==> src/design/rse_ram.sv <==
// ----------------------------------------------------------------------------
// Record sort engine RAM
// Simple dual-port RAM: one write port, one read port with registered data.
// ----------------------------------------------------------------------------
module rse_ram #(
   parameter int WIDTH = 8,
   parameter int DEPTH = 16
) (
   input  logic                     clock,
   input  logic                     wr_en,
   input  logic [$clog2(DEPTH)-1:0] wr_addr,
   input  logic [WIDTH-1:0]         wr_data,
   input  logic [$clog2(DEPTH)-1:0] rd_addr,
   output logic [WIDTH-1:0]         rd_data
);

   logic [WIDTH-1:0] mem [DEPTH];
   logic [WIDTH-1:0] rd_data_ff;

   always_ff @(posedge clock) begin
      if (wr_en) begin
         mem[wr_addr] <= wr_data;
      end
      rd_data_ff <= mem[rd_addr];
   end

   assign rd_data = rd_data_ff;

endmodule

==> config.mk <==
export PLATFORM = sky130hd
export DESIGN_NAME = rse_ram
export DESIGN_NICKNAME = d
export VERILOG_FILES = /design/src/design/rse_ram.sv
export SDC_FILE = /design/constraint.sdc
export NUM_CORES = 1
export LEC_CHECK = 0
export BUFFER_PORTS_ARGS = -buffer_cell sky130_fd_sc_hd__buf_2
export CORE_MARGIN = 5
export CORE_UTILIZATION = 35
export CTS_BUF_LIST = sky130_fd_sc_hd__clkbuf_4
export DETAILED_ROUTE_END_ITERATION = 8
export PLACE_DENSITY = 0.5
export SETUP_SLACK_MARGIN = 0.4
export SLEW_MARGIN = 25
export SYNTH_ARGS = -nofsm -noshare
export SYNTH_HDL_FRONTEND = slang
export SYNTH_SLANG_ARGS = --single-unit
==> constraint.sdc <==
create_clock -name clock -period 4.4 [get_ports clock]
set_clock_uncertainty 0.2 [all_clocks]
set_input_delay 0.44 -clock clock [delete_from_list [all_inputs] [get_ports clock]]
set_output_delay 0.44 -clock clock [all_outputs]
set_load 0.02 [all_outputs]
==> out/summary.log <==
qor: floorplan.top_level_ports 26
qor: hold_path.hold_path_end mem[5][5]
qor: job.max_cap_check_violation_count 0
qor: setup_path.regToRegEndpoint rd_data[1]
qor: global_route.global_route_met3_usage 0.0405
qor: route.drtPass1Iterations 4
qor: yosys.syn_avg_cell_area 22.5 um^2
qor: hold_path.timing.hold.worst.class primary input to flip-flop
qor: cells_and_area.fraction_of_layout_instances_using_a_drive_strength_above_1 0.287
qor: route.avgRoutedWirePerCell 22.7 um
qor: sta.period_utilisation_layout 0.480
qor: global_route.grtUsageMet2 0.178
qor: global_route.first_pass_grt_wire_length 15,700 um
qor: yosys.synth.net_count 247
qor: sta.maxClockFrequency 474 MHz
qor: global_route.global_route.peak_usage_layer met1
qor: placed_design.dp.cells 431
qor: pwr.leakagePower 1.89 nW
qor: clock_network.cts_htree_levels 4
qor: yosys.total_standard_cell_area_after_synthesis 5150 um^2
qor: global_route.grt_usage 0.125
qor: yosys.synth_top_cell_by_area sky130_fd_sc_hd__edfxtp_1
qor: yosys.synth.yosys.seq_area_share 0.778
qor: route.routed_wirelength 10,500 um
qor: cells_and_area.antenna_cells 0
qor: global_route.grt_remaining_overflow 0
qor: sta.tightest_slew 0.979 ns
qor: clock_network.hold_buffers 0
qor: clock_network.cts-resized-gates 0
qor: clock_network.path_clk_slew 0.12 ns
qor: clock_network.cts_tree done
qor: status.status finished, final reports clean
qor: route.final_routed_drc_violation_total 0
qor: yosys.post-synth-top-area-fraction 0.747
qor: clock_network.tritoncts_buffer_count 17
qor: yosys.synth-main-ff-cell sky130_fd_sc_hd__edfxtp_1
qor: yosys.ys_warn_count 0
qor: yosys.postSynth.asyncResetShare 0
qor: global_route.grt_start_max_net_pins 33
qor: setup_path.number_of_cells_on_the_worst_reg_to_reg_path 3
qor: sta.finalSetupViolations 0
qor: clock_network.insertion_delay_of_the_later_clocked_pin_in_the_worst_skew_pair 0.51 ns
qor: setup_path.cp_data_required_time 4.59 ns
qor: floorplan.floorplan.initialDensity 0.356
qor: pwr.vdd_drop_max 0.316 mV
qor: route.drt_initial_violations 262
qor: setup_path.regToRegStartpoint mem[5][1]
qor: setup_path.setup.worst_path.start rd_addr[0]
qor: global_route.grt_antenna_before_repair 0
qor: hold_path.min_from wr_data[5]
qor: floorplan.vertical_die_dimension 131 um
qor: cells_and_area.fin_cells 463
qor: route.drt-vias-per-instance 5.10
qor: pwr.total_power_density_per_cell_area 433 nW/um^2
qor: yosys.synth_seq_cells 136
qor: yosys.synth-edff-count 128
qor: sta.slew-limit-headroom 0.345
qor: setup_path.crit_path_start_kind primary input
qor: yosys.postSynthCellCount 229
qor: hold_path.holdPathStages 1
qor: global_route.grt.met1_usage 0.187
qor: route.via_count 2,363
qor: sta.setup_tns 0 ns
qor: setup_path.worst_ep_arrival_time 2.30 ns
qor: setup_path.crit_fanout 27
qor: clock_network.max-clock-path-buffers 2
qor: floorplan.core_area 14,500 um^2
qor: sta.drv_slew 0
qor: floorplan.die-area 17,200 um^2
qor: yosys.synth_area_leaders sky130_fd_sc_hd__edfxtp_1 (75%), sky130_fd_sc_hd__mux4_2 (7.9%), sky130_fd_sc_hd__mux4_1 (7.1%)
qor: route.detail-route-antenna-nets 0
qor: yosys.netlist-cell-type-count 19
qor: global_route.first_global_vias 2,448
qor: clock_network.numClockSinks 136
qor: cells_and_area.area_growth_syn_to_layout 12.0%
qor: floorplan.row_count 44
qor: sta.timing.final.hold_violations 0
qor: setup_path.critPathKind primary input to flip-flop
qor: clock_network.post_cts_setup_repair_bufs 0
qor: sta.grt_setup_unrepaired false
qor: setup_path.timing.critical_path.to_type flip-flop
qor: clock_network.clock-root-buffer sky130_fd_sc_hd__clkbuf_4
qor: sta.post-route-min-period 2.11 ns
qor: placed_design.port_buffers 25
qor: placed_design.dp.final_hpwl 6420 um
qor: floorplan.die_w 131 um
qor: cells_and_area.finalNetCount 284
qor: placed_design.finalWeightedCongestion 0.694
qor: setup_path.reg2reg_setup_slack 2.75 ns
==> metrics by stage <==
step           power, W  area [um^2]  utilization  worst slack, ns  hold slack [ns]
5_1_grt         0.00260         5770        0.398             2.23           0.0628
3_5_place_dp    0.00163         5450        0.376             1.71            0.458
6_report        0.00250         5770        0.398             2.29            0.100
3_3_place_gp    0.00163         5440        0.376             1.62            0.447
2_1_floorplan   0.00157         5150            -             2.27            0.339
4_1_cts         0.00252         5770        0.398             2.27           0.0741
==> report_power, final <==
group	total [W]	switching [W]	internal, W
sequential	0.00145	0.00000735	0.00145
clock	0.000903	0.000425	0.000478
combinational	0.000141	0.0000888	0.0000526
total	0.00250	0.000522	0.00198
==> cell type report <==
| class | instances | area [um^2] |
|---|---|---|
| Clock buffer | 22 | 165 |
| Timing Repair Buffer | 28 | 148 |
| Sequential cell | 136 | 4000 |
| Tap cell | 184 | 230 |
| Clock inverter | 10 | 151 |
| Fill cell | 1283 | 8710 |
| Multi-Input combinational cell | 83 | 1070 |
==> cell usage after synthesis, types with 2 or more instances <==
cell and instances:
sky130_fd_sc_hd__clkdlybuf4s25_2 3, sky130_fd_sc_hd__mux4_1 14, sky130_fd_sc_hd__nor2_1 13, sky130_fd_sc_hd__nor3_1 4, sky130_fd_sc_hd__a22oi_1 16, sky130_fd_sc_hd__dfxtp_1 8, sky130_fd_sc_hd__buf_6 3, sky130_fd_sc_hd__buf_2 3
sky130_fd_sc_hd__mux4_2 18, sky130_fd_sc_hd__nand2_1 9, sky130_fd_sc_hd__nand2b_1 2, sky130_fd_sc_hd__nand3b_1 2, sky130_fd_sc_hd__edfxtp_1 128
==> placed cells by master, fill, tap and decap left out, types with 4 or more instances in the layout <==
master,netlist,final
sky130_fd_sc_hd__edfxtp_1,128,128
sky130_fd_sc_hd__buf_2,3,25
sky130_fd_sc_hd__clkbuf_4,0,22
sky130_fd_sc_hd__mux4_2,18,18
sky130_fd_sc_hd__a22oi_1,16,16
sky130_fd_sc_hd__mux4_1,14,14
sky130_fd_sc_hd__nor2_1,13,13
sky130_fd_sc_hd__nand2_1,9,9
sky130_fd_sc_hd__dfxtp_1,8,8
sky130_fd_sc_hd__bufinv_16,0,4
sky130_fd_sc_hd__clkinv_2,0,4
==> worst max-delay path by stage <==
stage                  to  slack (ns)  depth (start not counted)
6_report       rd_data[4]        2.29                          5
5_1_grt        rd_data[4]        2.23                          5
4_1_cts        rd_data[4]        2.27                          5
3_5_place_dp   rd_data[4]        1.71                          5
3_3_place_gp    mem[0][1]        1.62                          3
2_1_floorplan   mem[0][0]        2.27                          2
==> metal layers <==
metal  routed length (um)  share of wire  up-vias
li1                     -              -     1052
met1                 5220           0.50     1233
met2                 4670           0.44       76
met3                  577          0.055        2
met4                   42         0.0040        0
met5                    0              0        -
==> flip-flops by register name, indices dropped and copies added, names as in the netlist <==
register / count
rd_data: 8
mem: 128
==> kinds of logic (layout without fill, tap and decap cells) <==
group,count (synthesis),after routing,share of synthesized area
simple gates,35,35,0.0318
buf+inv,10,60,0.0168
compound gates,16,16,0.0233
flops,136,136,0.778
mux,32,32,0.150
==> worst max-delay path: stages <==
cell and delay, ns:
sky130_fd_sc_hd__buf_2 0.69, sky130_fd_sc_hd__buf_4 0.31, sky130_fd_sc_hd__mux4_1 0.56, sky130_fd_sc_hd__a22oi_1 0.19
sky130_fd_sc_hd__nand2_1 0.08
(Power assumes the default switching activity.)
